===== src/sv/cph_pkg.sv =====
// shared types, codes and helpers for the conditional pixel histogram
`default_nettype none

package cph_pkg;

    // default sizes
    localparam int DEF_NUM_BINS   = 256;
    localparam int DEF_COUNT_BITS = 32;

    // field widths
    localparam int PIX_W      = 8;
    localparam int FUNC_W     = 2;
    localparam int MODE_W     = 3;
    localparam int FIELD_W    = 32;
    localparam int S_DATA_W   = 3 * PIX_W;
    localparam int M_DATA_W   = PIX_W + FIELD_W;
    localparam int APB_ADDR_W = 3;
    localparam int APB_DATA_W = 32;

    // register indexes, taken from paddr[2]
    localparam logic REG_COMPARE_MODE  = 1'b0;
    localparam logic REG_COMPARE_VALUE = 1'b1;

    // operation codes
    typedef enum logic [FUNC_W-1:0] {
        FUNC_ACCUM      = 2'd0,
        FUNC_READ       = 2'd1,
        FUNC_READ_CLEAR = 2'd2
    } func_t;

    // compare modes
    typedef enum logic [MODE_W-1:0] {
        CMP_EQ = 3'd0,
        CMP_NE = 3'd1,
        CMP_GT = 3'd2,
        CMP_GE = 3'd3,
        CMP_LT = 3'd4,
        CMP_LE = 3'd5
    } cmp_mode_t;

    // configuration seen by the datapath
    typedef struct packed {
        logic [MODE_W-1:0] mode;
        logic [PIX_W-1:0]  value;
    } cfg_t;

    // mask pixel qualification, unused modes never hold
    function automatic logic cond_holds(input cfg_t cfg, input logic [PIX_W-1:0] m);
        logic hit;
        case (cfg.mode)
            CMP_EQ:  hit = (m == cfg.value);
            CMP_NE:  hit = (m != cfg.value);
            CMP_GT:  hit = (m > cfg.value);
            CMP_GE:  hit = (m >= cfg.value);
            CMP_LT:  hit = (m < cfg.value);
            CMP_LE:  hit = (m <= cfg.value);
            default: hit = 1'b0;
        endcase
        return hit;
    endfunction

endpackage

`default_nettype wire


===== src/sv/cph_cfg_regs.sv =====
// apb configuration registers for compare mode and compare value
`default_nettype none

module cph_cfg_regs
    import cph_pkg::*;
(
    input  wire logic                  clk,
    input  wire logic                  rst_n,
    input  wire logic                  psel,
    input  wire logic                  penable,
    input  wire logic                  pwrite,
    input  wire logic [APB_ADDR_W-1:0] paddr,
    input  wire logic [APB_DATA_W-1:0] pwdata,
    output logic      [APB_DATA_W-1:0] prdata,
    output logic                       pready,
    output cfg_t                       cfg
);

    logic [MODE_W-1:0] mode_reg;
    logic [PIX_W-1:0]  value_reg;
    logic              wr_en;

    assign pready = 1'b1;
    assign wr_en  = psel && penable && pwrite && pready;

    // register writes, word aligned decode
    always_ff @(posedge clk or negedge rst_n)
    begin
        if (!rst_n)
        begin
            mode_reg  <= '0;
            value_reg <= '0;
        end
        else if (wr_en)
        begin
            case (paddr[2])
                REG_COMPARE_MODE:  mode_reg  <= pwdata[MODE_W-1:0];
                REG_COMPARE_VALUE: value_reg <= pwdata[PIX_W-1:0];
                default:           mode_reg  <= mode_reg;
            endcase
        end
    end

    // read back
    always_comb
    begin
        case (paddr[2])
            REG_COMPARE_MODE:  prdata = APB_DATA_W'(mode_reg);
            REG_COMPARE_VALUE: prdata = APB_DATA_W'(value_reg);
            default:           prdata = '0;
        endcase
    end

    assign cfg.mode  = mode_reg;
    assign cfg.value = value_reg;

endmodule

`default_nettype wire


===== config.mk =====
export PLATFORM = sky130hd
export DESIGN_NAME = cph_cfg_regs
export DESIGN_NICKNAME = d
export VERILOG_FILES = /design/src/sv/cph_pkg.sv /design/src/sv/cph_cfg_regs.sv
export SDC_FILE = /design/constraint.sdc
export NUM_CORES = 1
export LEC_CHECK = 0
export BUFFER_PORTS_ARGS = -buffer_cell sky130_fd_sc_hd__buf_2
export CAP_MARGIN = 20
export CELL_PAD_IN_SITES_DETAIL_PLACEMENT = 0
export CELL_PAD_IN_SITES_GLOBAL_PLACEMENT = 1
export CORE_UTILIZATION = 23
export DETAILED_ROUTE_END_ITERATION = 6
export GPL_ROUTABILITY_DRIVEN = 0
export PLACE_DENSITY = 0.88
export SYNTH_ARGS = -nofsm -noshare
export SYNTH_HDL_FRONTEND = slang
export SYNTH_SLANG_ARGS = --single-unit

===== constraint.sdc =====
create_clock -name clk -period 1.49 [get_ports clk]
set_clock_uncertainty 0.05 [all_clocks]
set_input_delay 0.149 -clock clk [delete_from_list [all_inputs] [get_ports clk]]
set_output_delay 0.149 -clock clk [all_outputs]
set_load 0.05 [all_outputs]

# Yosys cells after proc, flatten, opt, wreduce, memory -nomap -nowiden
# Cells that the tools add are included.
[totals]
regBits = 11
inputBits = 40
out_inout_bits = 44
wordCells = 8
[classes]
mux = 1
bitwise_logic = 1
reduce_logical = 4
[op_table]
columns = ["op", "count"]
rows = [
  ["$pmux W32 S2", 1],
  ["$reduce_and A2 Y1", 2],
  ["$logic_and A1 B1 Y1", 2],
  ["$not A1 Y1", 1],
]

# Depth between registers and ports, before layout
# Gate-level depths: netlist (run 1).
[depth]
word_depth = 3
mapped_depth = 3
depth_no_buf = 2

# Worst setup path after synthesis (run 1)
# No wires, ideal clock.
[synth_path]
kind = "register to output"
from = "register value_reg[3]"
to = "output port prdata[3]"
arrival_ns = 1.113
required_ns = 1.291
slack_ns = 0.178
path_stages_with_launch = 2
path_buffers = 0
cell_sequence = "dfrtp_1 > and2_1"
[synth_via]
elab_chain_cells = 1
[synth_lines]
columns = ["element", "line", "source"]
rows = [
  ["start, declared", "cph_cfg_regs.sv:20", "logic [PIX_W-1:0] value_reg;"],
  ["start signal, assigned", "cph_cfg_regs.sv:38", "REG_COMPARE_VALUE: value_reg <= pwdata[PIX_W-1:0];"],
  ["$pmux W32 S2", "cph_cfg_regs.sv:47", "case (paddr[2])"],
  ["end, declared", "cph_cfg_regs.sv:14", "output logic [APB_DATA_W-1:0] prdata,"],
]
# No other way between the ends. The select of a mux whose other input is x is not followed.

# Worst setup path in the final report (run 1)
[layout_path]
from = "register mode_reg[0]"
to = "output port prdata[0]"
[layout_via]
elab_chain_cells = 1
[layout_lines]
columns = ["element", "line", "source"]
rows = [
  ["start, declared", "cph_cfg_regs.sv:19", "logic [MODE_W-1:0] mode_reg;"],
  ["start signal, assigned", "cph_cfg_regs.sv:37", "REG_COMPARE_MODE: mode_reg <= pwdata[MODE_W-1:0];"],
  ["start signal, assigned", "cph_cfg_regs.sv:39", "default: mode_reg <= mode_reg;"],
  ["$pmux W32 S2", "cph_cfg_regs.sv:47", ""],
]
# No other way between the ends. The select of a mux whose other input is x is not followed.

==> flow_metrics.py, run 1 <==
metrics = {
    "status": {
        "status": "finished, violations left",
        "violations": "design-rule violations",
    },
    "flow_run": {
        "drv_cap": 0,
    },
    "power_and_ir_drop": {
        "ir_drop_uv": 326,
        "p_per_area_nw_per_um2": 1630,
        "power.leakage_uw": 0.000460,
        "finalPower_uw": 1370,
    },
    "setup_path": {
        "crit_cells": 2,
        "cp_top_family": "flip-flops",
        "critPathLaunchType": "flop",
        "path_cells": "mux2_2 -> buf_2",
        "cp_slowest_cell": "dfrtp_1",
        "cpPeakStageDelay_ps": 390,
        "crit_buf_inv": 1,
        "critPathRequiredTime_ps": 1290,
        "critPathMaxFanout": 3,
        "reg2reg_depth": 1,
        "r2r_start": "mode_reg[2]",
        "critPathKind": "reg -> out",
        "endpoint_kind": "output port",
        "worst_ep_arrival_time_ps": 1140,
        "reg2reg_slack_ps": 670,
        "timing.rr.end": "mode_reg[2]",
    },
    "yosys": {
        "syn_area_um2": 716,
        "yosysSeqAreaShare_pct": 38.5,
        "avgSynthCellArea_um2": 11.9,
        "netlist_instances": 60,
        "ys_warn_count": 0,
        "synth.distinct_cells": 8,
        "ys_ff_latch": 11,
    },
    "placement": {
        "dp.final_hpwl_mm": 1.09,
        "place_area_um2": 802,
        "port_buffers": 32,
    },
    "timing": {
        "whs_ps": 65.3,
        "final.setup.tns_ps": 0,
        "period_share_pct": 90.0,
        "fmax_ghz": 0.746,
        "min_period_ps": 1340,
        "rsz0062_at_grt": "false",
        "drv_slew": 0,
        "finalHoldViolations": 0,
        "setup_viol": 0,
    },
    "clocking": {
        "cts_buffers": 3,
        "worstSkewPairLatency_ps": 260,
        "cts-root-buf": "clkbuf_4",
        "cts_tree": "yes",
        "cts_sinks": 11,
        "cts_buffer_depth": 2,
        "htreeDepth": 1,
        "clk_pin_slew_ps": 70,
    },
    "die": {
        "fp.dieW_um": 57.8,
        "start_util_pct": 25.1,
        "row_count": 19,
        "die_h_um": 57.8,
        "io_pins": 84,
        "dieArea_um2": 3340,
        "core_um2": 2850,
    },
    "worst_hold_path": {
        "hold_start": "pwdata[3]",
        "whs_path_depth": 2,
        "hold_path.class": "in -> reg",
        "min_to": "value_reg[3]",
    },
    "global_route": {
        "grt_overflow": 0,
        "grt_max_degree": 12,
        "gr-usage-all-layers_pct": 8.03,
        "antenna_found_initial": 0,
        "grt_pass1_wl_mm": 1.88,
        "grt_pass1_vias": 411,
    },
    "cells_and_area": {
        "nets": 135,
        "syn2layout_area_growth_pct": 17.1,
        "final_cell_mix": "32 x buf_2, 25 x conb_1, 14 x mux2_2, 11 x dfrtp_1, 5 x and2_1",
        "design_area_um2": 838,
        "mostFrequentLayoutCell": "buf_2",
        "layout-drive-gt1-share_pct": 54.3,
        "n_antenna_cell": 0,
        "largest_reg_flops": 8,
    },
    "drt": {
        "vias": 473,
        "vias_per_cell": 3.78,
        "drt_pass1_iterations": 5,
        "wl_mm": 1.36,
        "drcViolationCount": 6,
        "wire_per_inst_um": 10.8,
        "drtIter0Drc": 9,
        "postRouteAntennaNets": 0,
    },
}
## what timing repair did
item | CTS | global route
gates resized for setup | 0 | 0
endpoints found under the hold margin | 11 | 0
hold buffers | 1 | 0
buffers inserted | 0 | 0
## cells in the mapped netlist
cell type | count | area (um^2)
and2_1 | 5 | 31.3
conb_1 | 2 | 7.51
nand4_4 | 1 | 21.3
buf_6 | 1 | 11.3
buf_4 | 25 | 188
dfrtp_1 | 11 | 275
mux2_2 | 14 | 158
nand4b_4 | 1 | 23.8
## cells by family (layout without fill, tap and decap cells)
| family | after synthesis | after routing | share of synthesized area, % |
|---|---|---|---|
| flip-flops | 11 | 11 | 38.5 |
| multiplexers | 14 | 14 | 22.0 |
| AND/OR/NAND/NOR | 7 | 7 | 10.7 |
| buffers and inverters | 26 | 37 | 27.8 |
| other | 2 | 25 | 1.05 |
## worst max path at each step
stage	start	end	slack, ps
after floorplan	value_reg[3]	prdata[3]	180
after CTS	mode_reg[0]	prdata[0]	120
after global routing	mode_reg[0]	prdata[0]	90
after global placement	paddr[2]	prdata[0]	350
final	mode_reg[0]	prdata[0]	150
after detailed placement	paddr[2]	prdata[0]	320
## routing by layer
| metal | part of all wire, % | up-vias | track usage [%] |
|---|---|---|---|
| met3 | 9.2 | 0 | 3.57 |
| met4 | 0 | 0 | 4.08 |
| li1 | - | 213 | - |
| met2 | 55 | 28 | 14.6 |
| met5 | 0 | - | 0 |
| met1 | 36 | 232 | 7.62 |
## report_power, final
part           total (uW)  internal, uW  switching (uW)
combinational         763           160             603
sequential            407           365            42.5
clock                 199           103            95.8
## cell type report
class	instances	area [um^2]
Fill cell	311	2010
Multi-Input combinational cell	46	328
Sequential cell	11	275
Timing Repair Buffer	33	170
Tap cell	31	38.8
Clock buffer	4	26.3
## stage by stage
stage | worst slack [ps] | util (%) | cells
floorplan | 178 | - | 83
global placement | 347 | 28.1 | 120
detailed placement | 324 | 28.1 | 120
CTS | 120 | 29.4 | 125
global route | 89.9 | 29.4 | 125
finish | 149 | 29.4 | 125
Note: power is estimated with default switching activity, not from simulation.
==> inputs of run 2 (changes only) <==
--- a/config.mk
+++ b/config.mk
@@ -9,6 +9,7 @@
 export CAP_MARGIN = 20
 export CELL_PAD_IN_SITES_DETAIL_PLACEMENT = 0
 export CELL_PAD_IN_SITES_GLOBAL_PLACEMENT = 1
+export CORE_MARGIN = 1.5
 export CORE_UTILIZATION = 23
 export DETAILED_ROUTE_END_ITERATION = 6
 export GPL_ROUTABILITY_DRIVEN = 0
==> flow_metrics.py, run 2 (synthesized netlist as in run 1, its figures left out) <==
metrics = {
    "power_and_ir_drop": {
        "switching_share_pct": 53.9,
        "p_int_uw": 628,
        "seqPwrFrac_pct": 29.9,
        "p_per_area_nw_per_um2": 1620,
        "power.switching_uw": 733,
        "power.leakage_uw": 0.000460,
        "combPwrFrac_pct": 55.8,
        "ir_drop_uv": 272,
        "finalPower_uw": 1360,
        "power_frac_clock_pct": 14.3,
    },
    "clocking": {
        "cts_buffers": 3,
        "worstSkewPairLatency_ps": 260,
        "post_cts.repair.setup_buffers": 0,
        "cts_resized": 0,
        "cts_sinks": 11,
        "cts_buffer_depth": 2,
        "htreeDepth": 1,
        "cts-root-buf": "clkbuf_4",
        "cts_tree": "yes",
        "clk_pin_slew_ps": 70,
    },
    "global_route": {
        "busiest_layer": "met2",
        "grt_util_met3_pct": 3.30,
        "grt_max_degree": 12,
        "gr-usage-all-layers_pct": 6.88,
        "grt_pass1_vias": 374,
        "grt_use_met1_pct": 7.04,
        "grt_pass1_wl_mm": 1.70,
        "antenna_found_initial": 0,
        "grt_overflow": 0,
        "grt_util_met2_pct": 11.4,
    },
    "setup_path": {
        "cp_slowest_cell": "dfrtp_1",
        "critPathMaxFanout": 3,
        "r2r_start": "value_reg[2]",
        "reg2reg_depth": 1,
        "worst_ep_arrival_time_ps": 1120,
        "reg2reg_slack_ps": 660,
        "path_cells": "mux2_2 -> buf_2",
        "critPathLaunchType": "flop",
        "timing.rr.end": "value_reg[2]",
        "critPathKind": "reg -> out",
        "critPathRequiredTime_ps": 1290,
        "endpoint_kind": "output port",
        "cpPeakStageDelay_ps": 390,
    },
    "timing": {
        "final.setup.tns_ps": 0,
        "setup_viol": 0,
        "min_period_ps": 1320,
        "drv_slew": 0,
        "fmax_ghz": 0.759,
        "finalHoldViolations": 0,
        "period_share_pct": 88.4,
        "rsz0062_at_grt": "false",
    },
    "cells_and_area": {
        "fillers": 314,
        "syn2layout_area_growth_pct": 17.5,
        "final_cell_mix": "32 x buf_2, 25 x conb_1, 14 x mux2_2, 11 x dfrtp_1, 5 x and2_1",
        "layout-drive-gt1-share_pct": 54.3,
        "largest_reg_flops": 8,
        "nets": 135,
        "mostFrequentLayoutCell": "buf_2",
        "n_antenna_cell": 0,
    },
    "placement": {
        "port_buffers": 32,
        "dp.final_hpwl_mm": 1.07,
    },
    "worst_hold_path": {
        "whs_path_depth": 2,
        "hold_start": "pwdata[4]",
        "hold_path.class": "in -> reg",
        "min_to": "value_reg[4]",
    },
    "die": {
        "fp.dieW_um": 58.8,
        "dieArea_um2": 3460,
        "core_um2": 3000,
        "row_count": 20,
        "start_util_pct": 23.8,
        "io_pins": 84,
        "die_h_um": 58.8,
    },
    "drt": {
        "wl_mm": 1.24,
        "vias": 457,
        "drcViolationCount": 0,
        "postRouteAntennaNets": 0,
        "drtIter0Drc": 2,
        "vias_per_cell": 3.60,
        "drt_pass1_iterations": 2,
        "wire_per_inst_um": 9.76,
    },
    "flow_run": {
        "drv_cap": 0,
    },
    "status": {
        "status": "complete, no violations",
    },
}
## run 2: cell counts in the layout (fill, tap and decap cells not counted)
Identical to the previous run, type by type.
## run 2: worst max-delay path, delay by kind of cell (launching register included)
| family | cells | cell delay, ps |
|---|---|---|
| buffers and inverters | 1 | 210 |
| flip-flops | 1 | 390 |
| multiplexers | 1 | 260 |
## run 2: how the worst max path moves through the flow
stage	endpoint	slack, ps	from
final	prdata[0]	170	value_reg[0]
after global routing	prdata[0]	130	value_reg[0]
after CTS	prdata[1]	150	value_reg[1]
after detailed placement	prdata[0]	340	paddr[2]
after global placement	prdata[1]	350	paddr[2]
after floorplan	prdata[3]	180	value_reg[3]
## run 2: final cells by class
cell class,count,area [um^2],share of cell area [%]
flip-flops and latches,11,275,32.7
well taps,33,41.3,4.91
repair buffers,33,170,20.2
multi-input cells,46,328,39.0
clock buffers,4,26.3,3.13
## run 2: power groups by stage
stage / Clock [uW] / Combinational (uW) / Sequential [uW]
floorplan: 0 / 432 / 644
global placement: 0 / 757 / 408
detailed placement: 0 / 763 / 414
CTS: 207 / 766 / 408
global route: 220 / 790 / 413
finish: 194 / 760 / 407
## run 2: what timing repair did
item,in CTS,in global routing
endpoints found under the setup margin,0,0
hold buffers,1,0
endpoints found under the hold margin,11,0
## run 2: per-layer routing
metal  up-vias  routed length, um
met1       217                464
met4         0                  0
met5         -                  0
li1        218                  -
met3         0                 88
met2        22                688
## run 2: per-stage QoR
step	std cells	area, um^2	setup WS [ps]	hold WS [ps]	util, %
detailed placement	122	805	343	-17.4	26.8
global placement	122	805	353	-20.3	26.8
finish	127	841	172	67.8	28.0
global route	127	841	127	59.7	28.0
floorplan	83	802	178	-197	-
CTS	127	841	152	61.2	28.0
