[config.mk]
export PLATFORM = sky130hd
export DESIGN_NAME = cph_pipe
export DESIGN_NICKNAME = d
export VERILOG_FILES = /design/src/sv/cph_pkg.sv /design/src/sv/cph_pipe.sv
export SDC_FILE = /design/constraint.sdc
export NUM_CORES = 1
export LEC_CHECK = 0
export ABC_AREA = 1
export ABC_CLOCK_PERIOD_IN_PS = 5200
export BUFFER_PORTS_ARGS = -buffer_cell sky130_fd_sc_hd__buf_2
export CAP_MARGIN = 5
export CORE_ASPECT_RATIO = 0.5
export CORE_MARGIN = 3
export CORE_UTILIZATION = 35
export DETAILED_ROUTE_END_ITERATION = 10
export GPL_TIMING_DRIVEN = 0
export PLACE_DENSITY = 0.61
export SKIP_CTS_REPAIR_TIMING = 1
export SLEW_MARGIN = 20
export SYNTH_ARGS = -nofsm -noshare
export SYNTH_HDL_FRONTEND = slang
export SYNTH_SLANG_ARGS = --single-unit
[constraint.sdc]
create_clock -name clk -period 5.2 [get_ports clk]
set_input_delay 0.52 -clock clk [delete_from_list [all_inputs] [get_ports clk]]
set_output_delay 0.52 -clock clk [all_outputs]
set_load 0.03 [all_outputs]
[src/sv/cph_pkg.sv]
// shared types, codes and helpers for the conditional pixel histogram
`default_nettype none

package cph_pkg;

    // default sizes
    localparam int DEF_NUM_BINS   = 256;
    localparam int DEF_COUNT_BITS = 32;

    // field widths
    localparam int PIX_W      = 8;
    localparam int FUNC_W     = 2;
    localparam int MODE_W     = 3;
    localparam int FIELD_W    = 32;
    localparam int S_DATA_W   = 3 * PIX_W;
    localparam int M_DATA_W   = PIX_W + FIELD_W;
    localparam int APB_ADDR_W = 3;
    localparam int APB_DATA_W = 32;

    // register indexes, taken from paddr[2]
    localparam logic REG_COMPARE_MODE  = 1'b0;
    localparam logic REG_COMPARE_VALUE = 1'b1;

    // operation codes
    typedef enum logic [FUNC_W-1:0] {
        FUNC_ACCUM      = 2'd0,
        FUNC_READ       = 2'd1,
        FUNC_READ_CLEAR = 2'd2
    } func_t;

    // compare modes
    typedef enum logic [MODE_W-1:0] {
        CMP_EQ = 3'd0,
        CMP_NE = 3'd1,
        CMP_GT = 3'd2,
        CMP_GE = 3'd3,
        CMP_LT = 3'd4,
        CMP_LE = 3'd5
    } cmp_mode_t;

    // configuration seen by the datapath
    typedef struct packed {
        logic [MODE_W-1:0] mode;
        logic [PIX_W-1:0]  value;
    } cfg_t;

    // mask pixel qualification, unused modes never hold
    function automatic logic cond_holds(input cfg_t cfg, input logic [PIX_W-1:0] m);
        logic hit;
        case (cfg.mode)
            CMP_EQ:  hit = (m == cfg.value);
            CMP_NE:  hit = (m != cfg.value);
            CMP_GT:  hit = (m > cfg.value);
            CMP_GE:  hit = (m >= cfg.value);
            CMP_LT:  hit = (m < cfg.value);
            CMP_LE:  hit = (m <= cfg.value);
            default: hit = 1'b0;
        endcase
        return hit;
    endfunction

endpackage

`default_nettype wire

[src/sv/cph_pipe.sv]
// read-modify-write pipeline with forwarding and output register
`default_nettype none

module cph_pipe
    import cph_pkg::*;
#(
    parameter int NUM_BINS   = DEF_NUM_BINS,
    parameter int COUNT_BITS = DEF_COUNT_BITS
)
(
    input  wire logic                         clk,
    input  wire logic                         rst_n,
    input  wire cfg_t                         cfg,
    input  wire logic                         s_tvalid,
    output logic                              s_tready,
    input  wire logic [S_DATA_W-1:0]          s_tdata,
    input  wire logic [FUNC_W-1:0]            s_tuser,
    output logic                              m_tvalid,
    input  wire logic                         m_tready,
    output logic      [M_DATA_W-1:0]          m_tdata,
    output logic                              ram_rd_en,
    output logic      [$clog2(NUM_BINS)-1:0]  ram_rd_addr,
    input  wire logic [COUNT_BITS-1:0]        ram_rd_data,
    output logic                              ram_wr_en,
    output logic      [$clog2(NUM_BINS)-1:0]  ram_wr_addr,
    output logic      [COUNT_BITS-1:0]        ram_wr_data
);

    localparam int ADDR_W = $clog2(NUM_BINS);
    localparam logic [COUNT_BITS-1:0] COUNT_MAX = '1;

    // input word fields
    logic [FUNC_W-1:0] in_func;
    logic [PIX_W-1:0]  in_pixel;
    logic [PIX_W-1:0]  in_mask;
    logic [PIX_W-1:0]  in_sel;
    logic [PIX_W-1:0]  in_idx;
    logic              in_accum;
    logic              in_read;
    logic              in_range;
    logic              accept;
    logic              advance;

    // stage one
    logic              s1_valid_reg;
    logic              s1_inc_reg;
    logic              s1_read_reg;
    logic              s1_clear_reg;
    logic              s1_range_reg;
    logic [ADDR_W-1:0] s1_addr_reg;
    logic [PIX_W-1:0]  s1_index_reg;

    // last write, for the entry read at the same edge
    logic                  fwd_valid_reg;
    logic [ADDR_W-1:0]     fwd_addr_reg;
    logic [COUNT_BITS-1:0] fwd_data_reg;

    // output register
    logic                  out_valid_reg;
    logic [PIX_W-1:0]      out_index_reg;
    logic [FIELD_W-1:0]    out_count_reg;

    logic [COUNT_BITS-1:0] old_count;
    logic [COUNT_BITS-1:0] new_count;
    logic [FIELD_W-1:0]    field_count;
    logic                  out_load;

    // decode the incoming word
    assign in_func  = s_tuser;
    assign in_pixel = s_tdata[PIX_W-1:0];
    assign in_mask  = s_tdata[2*PIX_W-1:PIX_W];
    assign in_sel   = s_tdata[3*PIX_W-1:2*PIX_W];
    assign in_accum = (in_func == FUNC_ACCUM);
    assign in_read  = (in_func == FUNC_READ) || (in_func == FUNC_READ_CLEAR);
    assign in_idx   = in_accum ? in_pixel : in_sel;
    assign in_range = ({1'b0, in_idx} < (PIX_W+1)'(NUM_BINS));

    // only a read waiting on a full output slot holds the pipe
    assign advance  = !(s1_valid_reg && s1_read_reg && out_valid_reg && !m_tready);
    assign s_tready = advance;
    assign accept   = s_tvalid && s_tready;

    assign ram_rd_en   = advance;
    assign ram_rd_addr = in_idx[ADDR_W-1:0];

    // stage one control
    always_ff @(posedge clk or negedge rst_n)
    begin
        if (!rst_n)
        begin
            s1_valid_reg <= 1'b0;
            s1_inc_reg   <= 1'b0;
            s1_read_reg  <= 1'b0;
            s1_clear_reg <= 1'b0;
        end
        else if (advance)
        begin
            s1_valid_reg <= accept;
            s1_inc_reg   <= in_accum && in_range && cond_holds(cfg, in_mask);
            s1_read_reg  <= in_read;
            s1_clear_reg <= (in_func == FUNC_READ_CLEAR) && in_range;
        end
    end

    // stage one payload
    always_ff @(posedge clk)
    begin
        if (advance)
        begin
            s1_range_reg <= in_range;
            s1_addr_reg  <= in_idx[ADDR_W-1:0];
            s1_index_reg <= in_sel;
        end
    end

    // modify: forward the previous write, saturate or clear
    assign old_count = (fwd_valid_reg && (fwd_addr_reg == s1_addr_reg))
                       ? fwd_data_reg : ram_rd_data;
    assign new_count = s1_clear_reg ? '0 :
                       ((old_count == COUNT_MAX) ? old_count
                                                 : old_count + COUNT_BITS'(1));

    assign ram_wr_en   = s1_valid_reg && advance && (s1_inc_reg || s1_clear_reg);
    assign ram_wr_addr = s1_addr_reg;
    assign ram_wr_data = new_count;

    // forwarding register
    always_ff @(posedge clk or negedge rst_n)
    begin
        if (!rst_n)
        begin
            fwd_valid_reg <= 1'b0;
        end
        else if (advance)
        begin
            fwd_valid_reg <= ram_wr_en;
        end
    end

    always_ff @(posedge clk)
    begin
        if (advance)
        begin
            fwd_addr_reg <= s1_addr_reg;
            fwd_data_reg <= new_count;
        end
    end

    // count saturated or zero-extended to the result field
    generate
        if (COUNT_BITS > FIELD_W)
        begin : g_sat
            assign field_count = (|old_count[COUNT_BITS-1:FIELD_W]) ? '1
                                 : old_count[FIELD_W-1:0];
        end
        else
        begin : g_ext
            assign field_count = FIELD_W'(old_count);
        end
    endgenerate

    assign out_load = s1_valid_reg && s1_read_reg && advance;

    // output register control
    always_ff @(posedge clk or negedge rst_n)
    begin
        if (!rst_n)
        begin
            out_valid_reg <= 1'b0;
        end
        else if (out_load)
        begin
            out_valid_reg <= 1'b1;
        end
        else if (m_tready)
        begin
            out_valid_reg <= 1'b0;
        end
    end

    always_ff @(posedge clk)
    begin
        if (out_load)
        begin
            out_index_reg <= s1_index_reg;
            out_count_reg <= s1_range_reg ? field_count : '0;
        end
    end

    assign m_tvalid = out_valid_reg;
    assign m_tdata  = {out_count_reg, out_index_reg};

    // input stalls only behind a waiting read result
    a_stall_cause: assert property (@(posedge clk) disable iff (!rst_n)
        !s_tready |-> (s1_valid_reg && s1_read_reg && out_valid_reg && !m_tready))
        else $error("input stalled without a blocked read");

    // a clear always writes zero
    a_clear_zero: assert property (@(posedge clk) disable iff (!rst_n)
        (ram_wr_en && s1_clear_reg) |-> (ram_wr_data == '0))
        else $error("clear wrote a nonzero count");

    // an increment never lowers a count
    a_inc_mono: assert property (@(posedge clk) disable iff (!rst_n)
        (ram_wr_en && !s1_clear_reg) |-> (ram_wr_data >= old_count))
        else $error("increment lowered a count");

    // a stalled read leaves the bin untouched
    a_stall_nowrite: assert property (@(posedge clk) disable iff (!rst_n)
        !advance |-> !ram_wr_en)
        else $error("write during stall");

endmodule

`default_nettype wire
# After elaboration in Yosys (flattened, before gate mapping)
# Cells that the tools add are included.
# op_classes
n_addsub,1
magnitude_cmp,4
eq_ne,11
muxes,8
n_reduce_logical,16
# ops
op,n
2-to-1 mux 32 bit,3
adder 32 x 1 -> 32 bit (second input constant),1
== test 32 bit (second input constant),1
== test 8 bit,2
logical AND 1 bit,9
>= comparator 8 bit,1
greater-than comparator 8 bit,1
<= comparator 8 bit,1
less-than comparator 8 bit,1
2-to-1 mux 8 bit,1
!= test 8 bit,1
== test 3 x 2 -> 1 bit (second input constant),2
== test 3 bit (second input constant),2
one-hot mux 1 bit (6 select lines),1
== test 3 x 1 -> 1 bit (second input constant),1
logical NOT 3 bit,1
2-to-1 mux 1 bit,3
== test 2 x 1 -> 1 bit (second input constant),1
== test 2 bit (second input constant),1
logical NOT 1 bit,2
logical NOT 2 bit,1
logical OR 1 bit,2
nonzero test 2 bit,1
# word_totals
regBits,102
input_bits,73
output_inout_bits,92
word_cells,52

# Logic depth before layout (Yosys ltp)
# Gate-level depths: netlist of run 1.
# logic_depth
word_depth,6
mapped_depth,21
ltp_nobuf,19

# Worst setup path before layout of run 1
# No wires, ideal clock.
# synth_path
path_type,reg-to-output
from,register s1_addr_reg[4] (netlist: ram_wr_addr[4])
to,output ram_wr_data[2]
arrival_time_ps,3003
t_required_ps,4680
path_slack_ps,1677
stages_incl_launch_ff,15
path_buffers,3
path_cell_list,edfxtp_1 > xor2_1 > nor2_4 > buf_4 > buf_4 > nand3_1 > nand2_2 > ha_1 > nand2_1 > nor2_2 > nand2_2 > nor2_8 > nand3_4 > buf_6 > a31oi_1
# synth_via
elab_chain_len,6
elab_cells_between_ends,7
cone_classes,1 x add/sub; 2 x eq/ne; 3 x mux; 1 x reduce/logical
# synth_rtl
item,line,rtl
from (decl),cph_pipe.sv:50,logic [ADDR_W-1:0] s1_addr_reg;
from (signal assigned),cph_pipe.sv:111,s1_addr_reg <= in_idx[ADDR_W-1:0];
== test 8 bit *,cph_pipe.sv:117,assign old_count = (fwd_valid_reg && (fwd_addr_reg == s1_addr_reg))
logical AND 1 bit *,cph_pipe.sv:117,
2-to-1 mux 32 bit *,cph_pipe.sv:118,? fwd_data_reg : ram_rd_data;
via field_count[0],cph_pipe.sv:65,logic [FIELD_W-1:0] field_count;
adder 32 x 1 -> 32 bit or == test 32 bit (tied branches),"cph_pipe.sv:121, cph_pipe.sv:120",
2-to-1 mux 32 bit *,cph_pipe.sv:120,((old_count == COUNT_MAX) ? old_count
2-to-1 mux 32 bit *,cph_pipe.sv:119,assign new_count = s1_clear_reg ? '0 :
to (decl),cph_pipe.sv:26,output logic [COUNT_BITS-1:0] ram_wr_data
# The timed path passes the listed nets; every way through them passes the cells marked *.

# Worst setup path in the final report of run 1
# layout_path
from,register s1_addr_reg[4] (netlist: ram_wr_addr[4])
to,output ram_wr_data[23]
# The elaborated chain is that of the path after synthesis.

==> impl_metrics.csv, run 1 <==
group,metric,value,unit
cells_and_area,finish.utilization,46.16,%
logic_synthesis,ys_dominant_reg_cell,"sky130_fd_sc_hd__edfxtp_1",
timing,hold_violations,0,
logic_synthesis,ff_latch_count_synth,102,
cells_and_area,num_antenna_cells,0,
worst_setup_path,path_class,"flop to output port",
floorplan,floorplan.rows,32,
worst_setup_path,crit_path_cell_trace,"xor2_1 -> nor2_4 -> buf_4 -> buf_4 -> nand3_1 -> nand2_2 -> ha_1 -> nand2_1 -> nor2_2 -> nand2_2 -> nor2_8 -> nand3_4 -> buf_6 -> nand3_1 -> nand2_1 -> inv_1 -> buf_2",
logic_synthesis,postSynthAreaPerCell,8.903,µm²
logic_synthesis,synthSimpleGateAreaFrac,30.30,%
detailed_routing,route.detailed.vias_per_inst,4.676,
worst_setup_path,r2r_cells,16,
floorplan,num_io_pins,165,
timing,max_freq,0.2339,GHz
floorplan,die_w,189.1,µm
logic_synthesis,synth_edf_count,96,
clocking,cts_max_level,3,
timing,skew,0.009498,ns
detailed_routing,drt_pass_1_iters,5,
logic_synthesis,post-synth-top-count-cell,"sky130_fd_sc_hd__nand2_1",
worst_setup_path,setup.worst_path.start_class,"flop",
logic_synthesis,portion_of_the_post_synthesis_area_used_by_sequential_elements,51.70,%
logic_synthesis,netlist_top_cells_area,"sky130_fd_sc_hd__edfxtp_1 (49%), sky130_fd_sc_hd__nand2_1 (12%), sky130_fd_sc_hd__inv_1 (5.8%), sky130_fd_sc_hd__nor2_1 (3.9%), sky130_fd_sc_hd__nand3_1 (3.8%)",
worst_setup_path,cpLargestDelayFamily,"simple AND/OR/NAND/NOR gates",
global_routing,overflow,0,
placement,detailedPlace.worstSlack,1.335,ns
logic_synthesis,synthDistinctLibCells,42,
worst_setup_path,timing.critical_path.to_type,"output port",
detailed_routing,postRouteAntennaNets,0,
placement,place.detailed.hpwl,12880,µm
pwr,power.static_leakage,0.003490,µW
worst_setup_path,required,4.68,ns
logic_synthesis,mappedNetlistArea,5867,µm²
worst_setup_path,timing.critical_path.fanout_max,10,
clocking,worst_skew_pair.late_latency,0.36,ns
cells_and_area,fillers,1594,
worst_setup_path,critical_path_cell_count,17,
pwr,power-per-cell-area,297.2,nW/µm²
timing,tightestPinTransition,0.7587,ns
outcome,status,"finished, final reports clean",
logic_synthesis,post_synth_most_frequent_cells,"sky130_fd_sc_hd__nand2_1 (182), sky130_fd_sc_hd__edfxtp_1 (96), sky130_fd_sc_hd__inv_1 (90)",
clocking,cts_num_sinks,102,
worst_setup_path,slowest_stage,"sky130_fd_sc_hd__edfxtp_1",
detailed_routing,routed-via-count,4971,
pwr,share_clk_of_total_power,32.3,%
logic_synthesis,synth_largest_area_cell,"sky130_fd_sc_hd__edfxtp_1",
global_routing,first_global_vias,4678,
timing,post-route-worst-setup-slack,0.9250,ns
worst_hold_path,holdPathStages,1,
global_routing,grt_first_pass_wirelength,25500,µm
run,maxCapViolCount,0,
worst_setup_path,reg2reg_setup_slack,1.78,ns
worst_hold_path,holdCritPathClass,"primary input to flop",
logic_synthesis,synthMuxAreaShare,0,%
placement,place_congestion,0.8849,
detailed_routing,avgRoutedWirePerCell,15.44,µm
logic_synthesis,main_combinational_cell_family_by_area_after_synthesis,"simple AND/OR/NAND/NOR gates",
timing,finalCritPeriodShare,82.21,%
worst_hold_path,hold_path.startpoint,"s_tdata[22]",
detailed_routing,postRouteWirelength,16420,µm
global_routing,grtUsageTotal,17.84,%
floorplan,die_area,18450,µm²
clocking,cts_buffers,9,
clocking,buffers_from_clock_root_to_sink_at_most,2,
timing,setup_total_negative_slack,0,ns
cells_and_area,area.growth.synth_to_final,25.06,%
global_routing,grt_max_degree,38,
clocking,tritoncts,"yes",
worst_setup_path,r2r_path_start,"ram_wr_addr[4]",
clocking,path_clk_slew,0.07,ns
timing,final_critical_period,4.275,ns
timing,max-slew-margin-rel,49.42,%
logic_synthesis,synth_adder_area_share,2.346,%
pwr,power.sequential.fraction,46.7,%
global_routing,initial_antenna_violation_count,1,
worst_setup_path,crit_buf_inv,5,
logic_synthesis,synth_compound_area_share,5.971,%
detailed_routing,drc,0,
logic_synthesis,post_synth_inst_count,659,
floorplan,design.core.area,15900,µm²
timing,maxSlewViolCount,0,
timing,setup_repair_after_global_routing_missed_its_margin,"no",
logic_synthesis,yosys.area.top_type_share,49.14,%
cells_and_area,post_route_cells_drive_above_1_share,32.66,%
logic_synthesis,synthXorXnorAreaFrac,1.194,%
worst_setup_path,worst_r2r_endpoint,"fwd_data_reg[30]",
worst_hold_path,hold_ep,"s1_index_reg[6]",
detailed_routing,detail_route.iter0.violations,270,
pwr,combinational_group_share_of_total_power,21.0,%
floorplan,die-height,97.55,µm
clocking,clk_root_buffer_cell,"sky130_fd_sc_hd__clkbuf_16",
placement,port-buffer-count,164,
logic_synthesis,ys_warn_count,0,
timing,report.final.setup_viol,0,
worst_setup_path,critPathArrivalTime,3.75,ns
pwr,max-vdd-ir-drop,0.1656,mV
pwr,sw_frac_of_total,31.10,%
logic_synthesis,async_flop_share,5.882,%
logic_synthesis,syn_nets,743,
cells_and_area,final_nets,921,
pwr,cell_int_power,1502,µW
pwr,p_switching,678.1,µW
floorplan,floorplan.initialDensity,36.91,%
worst_setup_path,slowest_delay,0.43,ns
## final cells by class
type	count	area, µm²	area share (%)
inverter	96	362.8	4.945
multi-input combinational	445	2344	31.94
buffer	16	137.6	1.876
tap	221	276.5	3.769
clock inverter	7	80.08	1.091
timing repair buffer	167	878.3	11.97
sequential	102	3033	41.34
clock buffer	9	225.2	3.070
## logic make-up (layout without fill, tap and decap cells)
logic type / Yosys count / in the layout
AO/OA/AOI/OAI: 57 / 57
XOR/XNOR: 8 / 8
adder cells (fa/ha/maj): 11 / 11
buffers and inverters: 112 / 295
flip-flops: 102 / 102
AND/OR/NAND/NOR: 369 / 369
## power groups by stage
stage	clock network, µW	logic, µW	registers [µW]
floorplan	0	241	1100
global placement	0	448	1040
detailed placement	0	462	1040
CTS	723	463	1020
global route	753	502	1030
finish	704	458	1020
## metrics by stage
step	cells	hold WS, ns	total power, µW	cell area [µm²]
6_report	1063	0.3476	2181	7337
5_1_grt	1063	0.3315	2281	7337
4_1_cts	1062	-0.04555	2206	7327
3_5_place_dp	1046	0.3480	1499	7022
3_3_place_gp	1044	0.3480	1486	6964
2_1_floorplan	659	0.2244	1340	5867
## layer usage
metal / vias up / track usage, % / part of all wire, %
li1: 2494 / - / -
met1: 2299 / 23.85 / 46
met2: 155 / 28.06 / 45
met3: 21 / 5.550 / 7.9
met4: 2 / 4.803 / 1.6
met5: - / 0 / 0.043
## placed cells by master, fill, tap and decap left out, types with 3 or more instances in the layout
master and count:
sky130_fd_sc_hd__nor2_2 8, sky130_fd_sc_hd__nand4_1 3, sky130_fd_sc_hd__buf_2 166, sky130_fd_sc_hd__dfrtp_1 6
sky130_fd_sc_hd__inv_1 89, sky130_fd_sc_hd__edfxtp_1 96, sky130_fd_sc_hd__nand3_2 7, sky130_fd_sc_hd__clkbuf_16 9
sky130_fd_sc_hd__xnor2_1 5, sky130_fd_sc_hd__buf_6 5, sky130_fd_sc_hd__nand3_1 44, sky130_fd_sc_hd__a31oi_1 9
sky130_fd_sc_hd__nor2_1 60, sky130_fd_sc_hd__clkbuf_1 3, sky130_fd_sc_hd__o21ai_0 13, sky130_fd_sc_hd__a21oi_2 8
sky130_fd_sc_hd__inv_2 5, sky130_fd_sc_hd__a21oi_1 20, sky130_fd_sc_hd__nor2_4 10, sky130_fd_sc_hd__ha_1 11
sky130_fd_sc_hd__xor2_1 3, sky130_fd_sc_hd__nand2_1 182, sky130_fd_sc_hd__nand2_2 33, sky130_fd_sc_hd__buf_4 4
sky130_fd_sc_hd__nand3b_1 9
## worst max-delay path by stage
stage | startpoint | endpoint | slack, ns
3_5_place_dp | ram_wr_addr[4] | ram_wr_data[23] | 1.34
3_3_place_gp | ram_wr_addr[4] | ram_wr_data[8] | 1.37
2_1_floorplan | ram_wr_addr[4] | ram_wr_data[2] | 1.68
6_report | ram_wr_addr[4] | ram_wr_data[23] | 0.93
5_1_grt | ram_wr_addr[6] | ram_wr_data[30] | 0.67
4_1_cts | ram_wr_addr[4] | ram_wr_data[23] | 0.95
Power figures use the tool's default switching activity.
==> run 2: changes to the inputs <==
Settings changed: ABC_CLOCK_PERIOD_IN_PS 5200 to 4230.
Clock period 5.2 ns to 4.23 ns, I/O delays scaled along.
==> impl_metrics.csv, run 2 (synthesis gave the netlist of run 1 again) <==
group,metric,value,unit
worst_setup_path,reg2reg_setup_slack,1.09,ns
detailed_routing,detail_route.iter0.violations,261,
timing,max-slew-margin-rel,50.04,%
timing,finalCritPeriodShare,94.25,%
detailed_routing,drt_pass_1_iters,5,
clocking,cts_num_sinks,102,
clocking,clk_root_buffer_cell,"sky130_fd_sc_hd__clkbuf_16",
timing,hold_violations,0,
timing,final_critical_period,3.987,ns
detailed_routing,postRouteWirelength,16480,µm
run,maxCapViolCount,0,
detailed_routing,routed-via-count,4964,
floorplan,die-height,97.55,µm
timing,report.final.setup_viol,0,
worst_setup_path,timing.critical_path.mode_cell,"sky130_fd_sc_hd__nand2_1",
worst_setup_path,slowest_stage,"sky130_fd_sc_hd__edfxtp_1",
placement,port-buffer-count,164,
global_routing,grt_max_degree,38,
placement,detailedPlace.worstSlack,0.4622,ns
cells_and_area,area.growth.synth_to_final,25.98,%
clocking,cts_buffers,9,
floorplan,num_io_pins,165,
worst_setup_path,path_class,"flop to output port",
floorplan,die_area,18450,µm²
outcome,status,"finished, final reports clean",
worst_setup_path,setup.worst_path.start_class,"flop",
clocking,tritoncts,"yes",
worst_setup_path,timing.critical_path.to_type,"output port",
placement,place.detailed.hpwl,12880,µm
detailed_routing,avgRoutedWirePerCell,15.45,µm
cells_and_area,num_antenna_cells,0,
worst_setup_path,crit_path_cell_trace,"nand2_1 -> nand2_1 -> nor2_2 -> nand2_2 -> nor2_4 -> buf_6 -> buf_12 -> nand3_1 -> nand2_4 -> ha_4 -> nand2_1 -> nor2_2 -> nand2_2 -> nor2_8 -> nand3_4 -> buf_6 -> nand3_1 -> nand2_1 -> inv_1 -> buf_2",
global_routing,overflow,0,
floorplan,die_w,189.1,µm
cells_and_area,post_route_cells_drive_above_1_share,33.22,%
detailed_routing,drc,0,
floorplan,floorplan.rows,32,
worst_setup_path,slowest_delay,0.44,ns
pwr,max-vdd-ir-drop,0.2037,mV
timing,max_freq,0.2508,GHz
global_routing,first_global_vias,4678,
detailed_routing,route.detailed.vias_per_inst,4.652,
pwr,fin_total_pwr,2691,µW
placement,place_congestion,0.8849,
worst_hold_path,holdCritPathClass,"primary input to flop",
worst_setup_path,critPathArrivalTime,3.56,ns
global_routing,grtUsageTotal,17.84,%
cells_and_area,mostFrequentLayoutCells,"sky130_fd_sc_hd__nand2_1 (182), sky130_fd_sc_hd__buf_2 (166), sky130_fd_sc_hd__edfxtp_1 (96)",
timing,maxSlewViolCount,0,
clocking,worst_skew_pair.late_latency,0.36,ns
detailed_routing,postRouteAntennaNets,0,
clocking,path_clk_slew,0.07,ns
worst_setup_path,timing.critical_path.fanout_max,10,
floorplan,floorplan.initialDensity,36.91,%
pwr,power-per-cell-area,364.1,nW/µm²
cells_and_area,final_nets,925,
floorplan,design.core.area,15900,µm²
pwr,power.static_leakage,0.003513,µW
timing,skew,0.009895,ns
timing,post-route-worst-setup-slack,0.2433,ns
clocking,buffers_from_clock_root_to_sink_at_most,2,
cells_and_area,layout.cells.most_common,"sky130_fd_sc_hd__nand2_1",
global_routing,grt_first_pass_wirelength,25500,µm
timing,tightestPinTransition,0.7494,ns
clocking,cts_max_level,3,
global_routing,initial_antenna_violation_count,1,
worst_setup_path,required,3.81,ns
-- run 2: changes by cell type in the layout (fill, tap and decap cells not counted) --
cell / change
sky130_fd_sc_hd__nor2_2: +1
sky130_fd_sc_hd__nand2_2: -1
sky130_fd_sc_hd__ha_4: +1
sky130_fd_sc_hd__buf_4: +3
sky130_fd_sc_hd__nor2_1: -1
sky130_fd_sc_hd__nand2_4: +1
sky130_fd_sc_hd__buf_6: +1
sky130_fd_sc_hd__ha_1: -1
-- run 2: through the flow --
stage | area (µm²) | setup TNS [ns] | hold slack, ns | util [%] | cells
floorplan | 5867 | 0 | 0.1274 | - | 659
global placement | 6964 | 0 | 0.2510 | 43.81 | 1044
detailed placement | 7022 | 0 | 0.2510 | 44.18 | 1046
CTS | 7327 | 0 | -0.1425 | 46.10 | 1062
global route | 7391 | -0.008610 | 0.2345 | 46.50 | 1067
finish | 7391 | 0 | 0.2499 | 46.50 | 1067
-- run 2: layout make-up --
cell class,instances,area [µm²]
Fill cell,1595,8504
Inverter,96,362.8
Clock inverter,7,80.08
Buffer,16,141.4
Timing Repair Buffer,171,908.4
Multi-Input combinational cell,445,2364
Clock buffer,9,225.2
Tap cell,221,276.5
Sequential cell,102,3033
-- run 2: power by group --
| group | total [µW] | internal (µW) | switching, µW | leakage (µW) |
|---|---|---|---|---|
| combinational | 573 | 168 | 405 | 0.00231 |
| sequential | 1250 | 1220 | 33.1 | 0.00105 |
| clock | 866 | 468 | 398 | 0.000148 |
| total | 2690 | 1850 | 836 | 0.00351 |
-- run 2: per-layer routing --
metal / track usage (%) / wire length, µm / up-vias
met5: 0 / 7 / -
met3: 5.550 / 1252 / 19
met1: 23.85 / 7570 / 2290
met2: 28.06 / 7416 / 152
met4: 4.803 / 237 / 2
li1: - / - / 2501
-- run 2: critical path, delay by kind of cell, from the launching register on --
kind	cells	cell delay [ns]
flops	1	0.44
fa+ha+maj	1	0.19
simple gates	14	1.76
buf+inv	5	0.81
-- run 2: final timing paths --
kind	start	endpoint	cells after the start
setup reg to reg	ram_wr_addr[1]	fwd_data_reg[30]	19
hold / removal	s_tdata[22]	s1_index_reg[6]	1
hold reg to reg	s1_index_reg[6]	out_index_reg[6]	0
setup / recovery	ram_wr_addr[1]	ram_wr_data[23]	20
min in group asynchronous	rst_n	m_tvalid	2
max in group asynchronous	rst_n	s1_clear_reg	2
